$ cat config.mk
export PLATFORM = sky130hd
export DESIGN_NAME = accel_step_counter_top
export DESIGN_NICKNAME = d
export VERILOG_FILES = /design/src/rtl/core/asc_pkg.sv /design/src/rtl/core/asc_square.sv /design/src/rtl/core/accel_step_counter_top.sv
export SDC_FILE = /design/constraint.sdc
export NUM_CORES = 1
export LEC_CHECK = 0
export BUFFER_PORTS_ARGS = -buffer_cell sky130_fd_sc_hd__buf_2
export CAP_MARGIN = 20
export CORE_UTILIZATION = 47
export DETAILED_ROUTE_END_ITERATION = 8
export GPL_ROUTABILITY_DRIVEN = 0
export GPL_TIMING_DRIVEN = 1
export PLACE_DENSITY = 0.77
export SLEW_MARGIN = 10
export SYNTH_ARGS = -nofsm -noshare
export SYNTH_HDL_FRONTEND = slang
export SYNTH_SLANG_ARGS = --single-unit
$ cat constraint.sdc
create_clock -name clk -period 9.4 [get_ports clk]
set_input_delay 1.88 -clock clk [delete_from_list [all_inputs] [get_ports clk]]
set_output_delay 1.88 -clock clk [all_outputs]
set_load 0.005 [all_outputs]
$ cat src/rtl/core/asc_pkg.sv
// Package: shared types, constants and the axis scaling function for the accelerometer step counter.
package asc_pkg;

  localparam int unsigned CodeWidth  = 12;
  localparam int unsigned AccelWidth = 11;
  localparam int unsigned MagWidth   = 21;
  localparam int unsigned LimitWidth = 22;
  localparam int unsigned StepWidth  = 16;
  localparam int unsigned SqWidth    = 20;
  localparam logic [CodeWidth:0] MidCode = 13'h800;

  typedef enum logic [1:0] {
    ST_IDLE,
    ST_SQUARE,
    ST_DETECT,
    ST_HOLD
  } state_t;

  typedef enum logic {
    OP_SAMPLE = 1'b0,
    OP_CLEAR  = 1'b1
  } op_t;

  // Scale one axis: (2048 - code) * 1000 / 819 / 4, truncated toward zero.
  function automatic logic signed [AccelWidth-1:0] scale_axis(
    input logic [7:0] hi,
    input logic [7:0] lo
  );
    logic [CodeWidth-1:0] code;
    logic signed [CodeWidth:0] diff;
    logic [CodeWidth-1:0] mag_in;
    logic [31:0] prod;
    logic [AccelWidth-1:0] res;
    code = {hi, lo[7:4]};
    diff = $signed(MidCode) - $signed({1'b0, code});
    mag_in = diff[CodeWidth] ? CodeWidth'(-diff) : diff[CodeWidth-1:0];
    // Both truncating divisions fold into one: floor(m * 250 / 819), taken
    // by a reciprocal multiply that is exact for every magnitude up to 2048.
    prod = 32'(mag_in) * 32'd640157;
    res = AccelWidth'(prod >> 21);
    scale_axis = diff[CodeWidth] ? -$signed(res) : $signed(res);
  endfunction

endpackage

$ cat src/rtl/core/asc_square.sv
// Bit-serial squarer: shift-and-add of an axis magnitude by itself.
module asc_square import asc_pkg::*; (
  input  logic                         clk,
  input  logic                         rst,
  input  logic                         start,
  input  logic signed [AccelWidth-1:0] value,
  output logic                         done,
  output logic [SqWidth-1:0]           square
);

  logic [AccelWidth-2:0] mcand;
  logic [AccelWidth-2:0] mplier;
  logic [SqWidth-1:0]    acc;
  logic [SqWidth-1:0]    addend;
  logic [3:0]            count;
  logic                  busy;

  assign addend = SqWidth'(mcand) << count;
  assign square = acc;

  // Advance one multiplier bit per cycle.
  always_ff @(posedge clk) begin
    if (rst) begin
      busy  <= 1'b0;
      done  <= 1'b0;
      count <= '0;
    end else begin
      done <= 1'b0;
      if (start) begin
        busy  <= 1'b1;
        count <= '0;
      end else if (busy) begin
        count <= count + 4'd1;
        if (count == 4'(AccelWidth-2)) begin
          busy <= 1'b0;
          done <= 1'b1;
        end
      end
    end
  end

  always_ff @(posedge clk) begin
    if (start) begin
      mcand  <= value[AccelWidth-1] ? (AccelWidth-1)'(-value) : value[AccelWidth-2:0];
      mplier <= value[AccelWidth-1] ? (AccelWidth-1)'(-value) : value[AccelWidth-2:0];
      acc    <= '0;
    end else if (busy) begin
      if (mplier[0]) begin
        acc <= acc + addend;
      end
      mplier <= mplier >> 1;
    end
  end

endmodule

$ cat src/rtl/core/accel_step_counter_top.sv
// Top level: accelerometer scaling, step detection and free-fall flag.
//  channel | direction | handshake      | payload
//  in      | input     | valid / stall  | operation, x/y/z high and low bytes
//  out     | output    | valid / stall  | x/y/z_accel, magnitude_sq, steps, flags
//  cfg     | input     | valid / ready  | free_fall_limit
// A sample's result becomes valid after three squarings that share one
// bit-serial squarer (each: start, ten shift-add steps, done), followed by
// a detect state. A clear item goes straight to the result hold state.
// rst is synchronous, clears control state and loads the limit with 2048.
// The result register holds while out_stall is high; the next item
// is taken once the previous result has left.
module accel_step_counter_top import asc_pkg::*; (
  input  logic                         clk,
  input  logic                         rst,
  input  logic                         in_valid,
  output logic                         in_stall,
  input  logic                         operation,
  input  logic [7:0]                   x_high,
  input  logic [7:0]                   x_low,
  input  logic [7:0]                   y_high,
  input  logic [7:0]                   y_low,
  input  logic [7:0]                   z_high,
  input  logic [7:0]                   z_low,
  output logic                         out_valid,
  input  logic                         out_stall,
  output logic signed [AccelWidth-1:0] x_accel,
  output logic signed [AccelWidth-1:0] y_accel,
  output logic signed [AccelWidth-1:0] z_accel,
  output logic [MagWidth-1:0]          magnitude_sq,
  output logic [StepWidth-1:0]         steps,
  output logic                         step_seen,
  output logic                         free_fall,
  input  logic                         cfg_valid,
  output logic                         cfg_ready,
  input  logic [LimitWidth-1:0]        cfg_data
);

  state_t state, state_next;
  logic [LimitWidth-1:0] free_fall_limit;
  logic                  armed;
  logic [LimitWidth-1:0] step_limit;
  logic [StepWidth-1:0]  step_total;
  logic [1:0]            axis;
  logic                  sq_start, sq_done;
  logic [SqWidth-1:0]    sq_out;
  logic signed [AccelWidth-1:0] sq_in;
  logic [MagWidth-1:0]   mag;
  logic [LimitWidth-1:0] mag_half, mag_dbl;
  logic                  accept;

  assign accept    = in_valid && !in_stall;
  assign cfg_ready = 1'b1;
  assign mag_half  = LimitWidth'(mag >> 1);
  assign mag_dbl   = {mag, 1'b0};

  // Register write.
  always_ff @(posedge clk) begin
    if (rst) begin
      free_fall_limit <= LimitWidth'(2048);
    end else if (cfg_valid && cfg_ready) begin
      free_fall_limit <= cfg_data;
    end
  end

  // Next state.
  always_comb begin
    state_next = state;
    case (state)
      ST_IDLE:   if (accept) state_next = (op_t'(operation) == OP_CLEAR) ? ST_HOLD : ST_SQUARE;
      ST_SQUARE: if (sq_done && axis == 2'd2) state_next = ST_DETECT;
      ST_DETECT: state_next = ST_HOLD;
      ST_HOLD:   if (!out_stall) state_next = ST_IDLE;
      default:   state_next = ST_IDLE;
    endcase
  end

  // Outputs of the sequencer.
  always_comb begin
    in_stall  = (state != ST_IDLE);
    out_valid = (state == ST_HOLD);
  end

  always_comb begin
    case (axis)
      2'd0:    sq_in = x_accel;
      2'd1:    sq_in = y_accel;
      default: sq_in = z_accel;
    endcase
  end

  always_ff @(posedge clk) begin
    if (rst) begin
      state <= ST_IDLE;
    end else begin
      state <= state_next;
    end
  end

  always_ff @(posedge clk) begin
    sq_start <= 1'b0;
    if (accept && op_t'(operation) == OP_SAMPLE) begin
      sq_start <= 1'b1;
    end else if (state == ST_SQUARE && sq_done && axis != 2'd2) begin
      sq_start <= 1'b1;
    end
  end

  asc_square u_square (
    .clk    (clk),
    .rst    (rst),
    .start  (sq_start),
    .value  (sq_in),
    .done   (sq_done),
    .square (sq_out)
  );

  // Capture or clear, accumulate squares and update the detector.
  always_ff @(posedge clk) begin
    if (rst) begin
      armed      <= 1'b0;
      step_limit <= '0;
      step_total <= '0;
    end else if (accept) begin
      axis <= 2'd0;
      mag  <= '0;
      step_seen <= 1'b0;
      free_fall <= 1'b0;
      if (op_t'(operation) == OP_CLEAR) begin
        armed      <= 1'b0;
        step_limit <= '0;
        step_total <= '0;
        x_accel    <= '0;
        y_accel    <= '0;
        z_accel    <= '0;
      end else begin
        x_accel <= scale_axis(x_high, x_low);
        y_accel <= scale_axis(y_high, y_low);
        z_accel <= scale_axis(z_high, z_low);
      end
    end else if (state == ST_SQUARE && sq_done) begin
      mag  <= mag + MagWidth'(sq_out);
      axis <= axis + 2'd1;
    end else if (state == ST_DETECT) begin
      free_fall <= (LimitWidth'(mag) < free_fall_limit);
      if (armed) begin
        if (LimitWidth'(mag) > step_limit) begin
          armed      <= 1'b0;
          step_limit <= mag_half;
          step_total <= step_total + StepWidth'(1);
          step_seen  <= 1'b1;
        end else if (step_limit > mag_dbl) begin
          step_limit <= mag_dbl;
        end
      end else begin
        if (LimitWidth'(mag) < step_limit) begin
          armed      <= 1'b1;
          step_limit <= mag_dbl;
        end else if (step_limit < mag_half) begin
          step_limit <= mag_half;
        end
      end
    end
  end

  assign magnitude_sq = mag;
  assign steps        = step_total;

endmodule
==> out/summary.md <==
For the headroom to the max-slew limit, the log shows 0.3192. The repair_antennas step left the layout with diodes totalling 0. The maximum resistive drop on vdd is 0.2723 mV, and the share of synthesized cell area in and, or, nand and nor gates is 0.1406. The post-synthesis register bit count was 168; the count of yosys warnings during synthesis was 0.

The maximum fanout along the worst path works out to 3. The slowest stage of the critical path is the sky130_fd_sc_hd__fa_1 cell. The later pin in the worst-skew pair is clocked with a latency of 0.45 ns.

In this run the mean area of a mapped cell was 8.945 µm². Clock tree synthesis selected as its root buffer the cell sky130_fd_sc_hd__clkbuf_16. The first global-routing pass estimated 91430 µm of wire. The via total after detailed routing was 18737.

The number of cells produced by synthesis was 2578; the worst path arrival time was 9.29 ns. The width of the chip came out at 223.5 µm. Dividing the detail-routed wire length by the instance count gives 16.20 µm.

Fraction of layout cells with a size suffix above 1: 0.1092. The xor and xnor fraction of the mapped netlist area came out at 0.05773. The nature of the critical path startpoint is a primary input.

The worst setup path is captured at a flip-flop. Static leakage: 12.49 nW. Once layout is complete, the cells apart from fillers number 3372. The number of hold buffers added after CTS was 0. For the hold violation count in the final report, the log shows 0. Detailed placement finished with a half-perimeter wire length of 45360 µm. The logs give 0.01251 ns for the maximum clock skew at final layout and 0 for the max-slew violation total from the final report. The tools report the setup-violating endpoint count in the final report as 0.

The library cells used most frequently in the layout, excluding fill and tap cells, are sky130_fd_sc_hd__ha_1, sky130_fd_sc_hd__inv_1, sky130_fd_sc_hd__nor2_1. The worst path needs 8.998 ns of the cycle, external delays included. The logs give 2 for the deepest clock path buffer count and 0.2217 for the overall routing resource usage.

Counting the buffers created by CTS gives 17. The final antenna-violating net count came out at 0. The run gives 0 as the reported max-cap violation count.

For this design the ratio of total power to cell area is 362.9 nW/µm². Clock tree synthesis found a total of 168 sinks. The async set-reset flop share out of synthesis works out to 0. The initial cell density of the core is 0.4799, and the clock transition at the register clock pins on the worst setup and hold paths after CTS is 0.07 ns. For the highest attainable clock frequency, the log shows 0.1111 GHz.

For this block, the routed nets add up to 54640 µm of wire. The fraction of the mapped netlist area in compound gates works out to 0.1238. The via count of the first global-routing pass came out at 19495. Synthesis instantiated 87 different standard cells from the library.

Port buffer count: 137. The initialized floorplan defines 80 standard-cell rows. Using the TritonRoute via totals, the vias-per-cell ratio works out to 5.557. Portion of the post-synthesis area used by sequential elements: 0.1797. The synthesized-area fraction occupied by adder cells came out at 0.3768. The floorplan die height is 223.5 µm. The core region is 48050 µm².

The mux share of post-synthesis cell area was 0.04183; the required time at the endpoint of the critical path was 9.69 ns. The total grt overflow is 0. 151 I/O pins were placed. The class of the worst hold path was flip-flop to flip-flop. Setup repair after global routing left no endpoint under its margin.

Setup total negative slack on the finished layout was measured at 0 ns. The number of synthesized flops with an enable pin is 78. Counting tap cells, the placed design contains a total of 3339 instances.

After detailed routing, the number of remaining DRC violations is 0. When the netlist entered floorplanning its net count stood at 3250. The run finished with clean final reports.

In this design, the stage delay of the slowest critical-path cell is 0.53 ns. The tools report the maximum number of pins on one net before global-route repair as 60. Among the stages of the critical path, the cell type that occurs most often is sky130_fd_sc_hd__ha_1. After the first detailed-routing iteration, the DRC count stood at 1092.

After synthesis, the largest family of logic cells by area is adder cells. After layout, the design draws a total of 9.244 mW. The most common cell after layout, fill and taps aside was sky130_fd_sc_hd__ha_1. The portion of the clock cycle consumed by the worst path in the final layout is 0.9573.

In the synthesized netlist the dominant register cell turns out to be sky130_fd_sc_hd__dfxtp_1. By startpoint and endpoint, the worst setup path is classified as primary input to flip-flop. The pre-antenna-repair detailed-routing pass consisted of 6 iterations. Number of antenna violations at the first check in global routing: 0.

TritonCTS built the clock tree. The die covers 49950 µm². The H-tree generated during clock tree synthesis spans 4 levels. At the pin with the least slew margin, the transition time is 1.021 ns. The tools report the combined area of all synthesized cells as 23060 µm². In the final design database the tool counted 3416 nets. The area overhead of the layout relative to synthesis came out at 10.46%.
==> per-stage QoR <==
stage | setup WS [ns] | instance area, µm² | utilization | hold slack [ns]
2_1_floorplan | 0.3447 | 23060 | - | 0.4529
3_3_place_gp | -0.02536 | 24800 | 0.5162 | 0.4718
3_5_place_dp | -0.1869 | 24800 | 0.5162 | 0.4793
4_1_cts | 0.2286 | 25390 | 0.5285 | 0.4924
5_1_grt | 0.003232 | 25470 | 0.5302 | 0.5076
6_report | 0.4017 | 25470 | 0.5302 | 0.4907
==> cells by family after synthesis <==
group	after synthesis
and+or+nand+nor	663
DFF	168
adders and majority gates	596
other	1
xor gates and xnor gates	152
buffers and inverters	483
AOI/OAI and AO/OA	422
muxes	93
==> synthesized netlist by cell type (all sizes together) (13+ instances only) <==
| cell type | instances | area share |
|---|---|---|
| ha | 432 | 0.23 |
| inv | 421 | 0.069 |
| nor2 | 223 | 0.036 |
| fa | 164 | 0.14 |
| a21oi | 127 | 0.028 |
| nand2 | 123 | 0.020 |
| xnor2 | 104 | 0.040 |
| dfxtp | 90 | 0.078 |
| edfxtp | 78 | 0.10 |
| mux2i | 76 | 0.034 |
| a21o | 61 | 0.020 |
| nor3 | 61 | 0.013 |
| o21ai | 61 | 0.014 |
| xor2 | 48 | 0.018 |
| nand3 | 47 | 0.010 |
| clkbuf | 40 | 0.0065 |
| nand2b | 29 | 0.0079 |
| nor2b | 26 | 0.0071 |
| and3 | 23 | 0.0062 |
| nand4 | 23 | 0.0062 |
| a31oi | 22 | 0.0060 |
| buf | 20 | 0.0040 |
| o21a | 20 | 0.0065 |
| and2 | 18 | 0.0049 |
| mux2 | 17 | 0.0083 |
| a211oi | 16 | 0.0060 |
| nor4 | 16 | 0.0050 |
| or3 | 16 | 0.0043 |
| nand3b | 14 | 0.0046 |
| o211ai | 13 | 0.0042 |
| or2 | 13 | 0.0035 |
==> cell type report <==
cell class	instances	area, µm²
Sequential cell	168	4145
Clock buffer	20	471.7
Inverter	423	1588
Multi-Input combinational cell	1927	17170
Fill cell	4220	22570
Tap cell	615	769.5
Timing Repair Buffer	207	1211
Clock inverter	12	120.1
==> final timing paths <==
| path | from | end | slack, ns | depth (start not counted) |
|---|---|---|---|---|
| max | y_low[4] | y_accel[6] | 0.40 | 33 |
| min | free_fall_limit[11] | free_fall_limit[11] | 0.49 | 2 |
| min reg2reg | free_fall_limit[11] | free_fall_limit[11] | 0.49 | 2 |
| max reg2reg | u_square.count[1] | u_square.square[19] | 4.85 | 14 |
==> worst max-delay path, delay by kind of cell <==
family | cells | cell delay (ns)
xor+xnor | 3 | 0.55
mux | 1 | 0.22
compound gates | 7 | 1.42
buf+inv | 5 | 0.38
simple gates | 8 | 1.45
fa+ha+maj | 9 | 3.37
==> power by group <==
part / switching (mW) / internal, mW / total (mW)
clock network: 0.336 / 0.379 / 0.715
registers: 0.207 / 1.05 / 1.25
logic: 4.15 / 3.13 / 7.28
total: 4.69 / 4.56 / 9.24
==> sequential cells by signal, summed over array words and instances (netlist names), 4 cells and up <==
name             count
u_square.square     20
step_limit          22
u_square.mcand      10
z_accel             11
x_accel             11
steps               16
free_fall_limit     22
u_square.mplier     10
magnitude_sq        21
u_square.count       4
y_accel             11
==> metal layers <==
layer	wire, µm	part of all wire	global-route usage	vias to the layer above
met5	0	0	0	-
met4	1299	0.024	0.06275	0
met3	2343	0.043	0.03069	79
met2	27370	0.50	0.4080	476
met1	23630	0.43	0.2671	9067
li1	-	-	-	9115
==> repair_timing <==
item	CTS	global route
setup buffers	0	1
endpoints found under the setup margin	0	17
gates resized for setup	0	11
hold endpoints to repair	0	0
No activity file was read; power rests on OpenSTA's default activity.
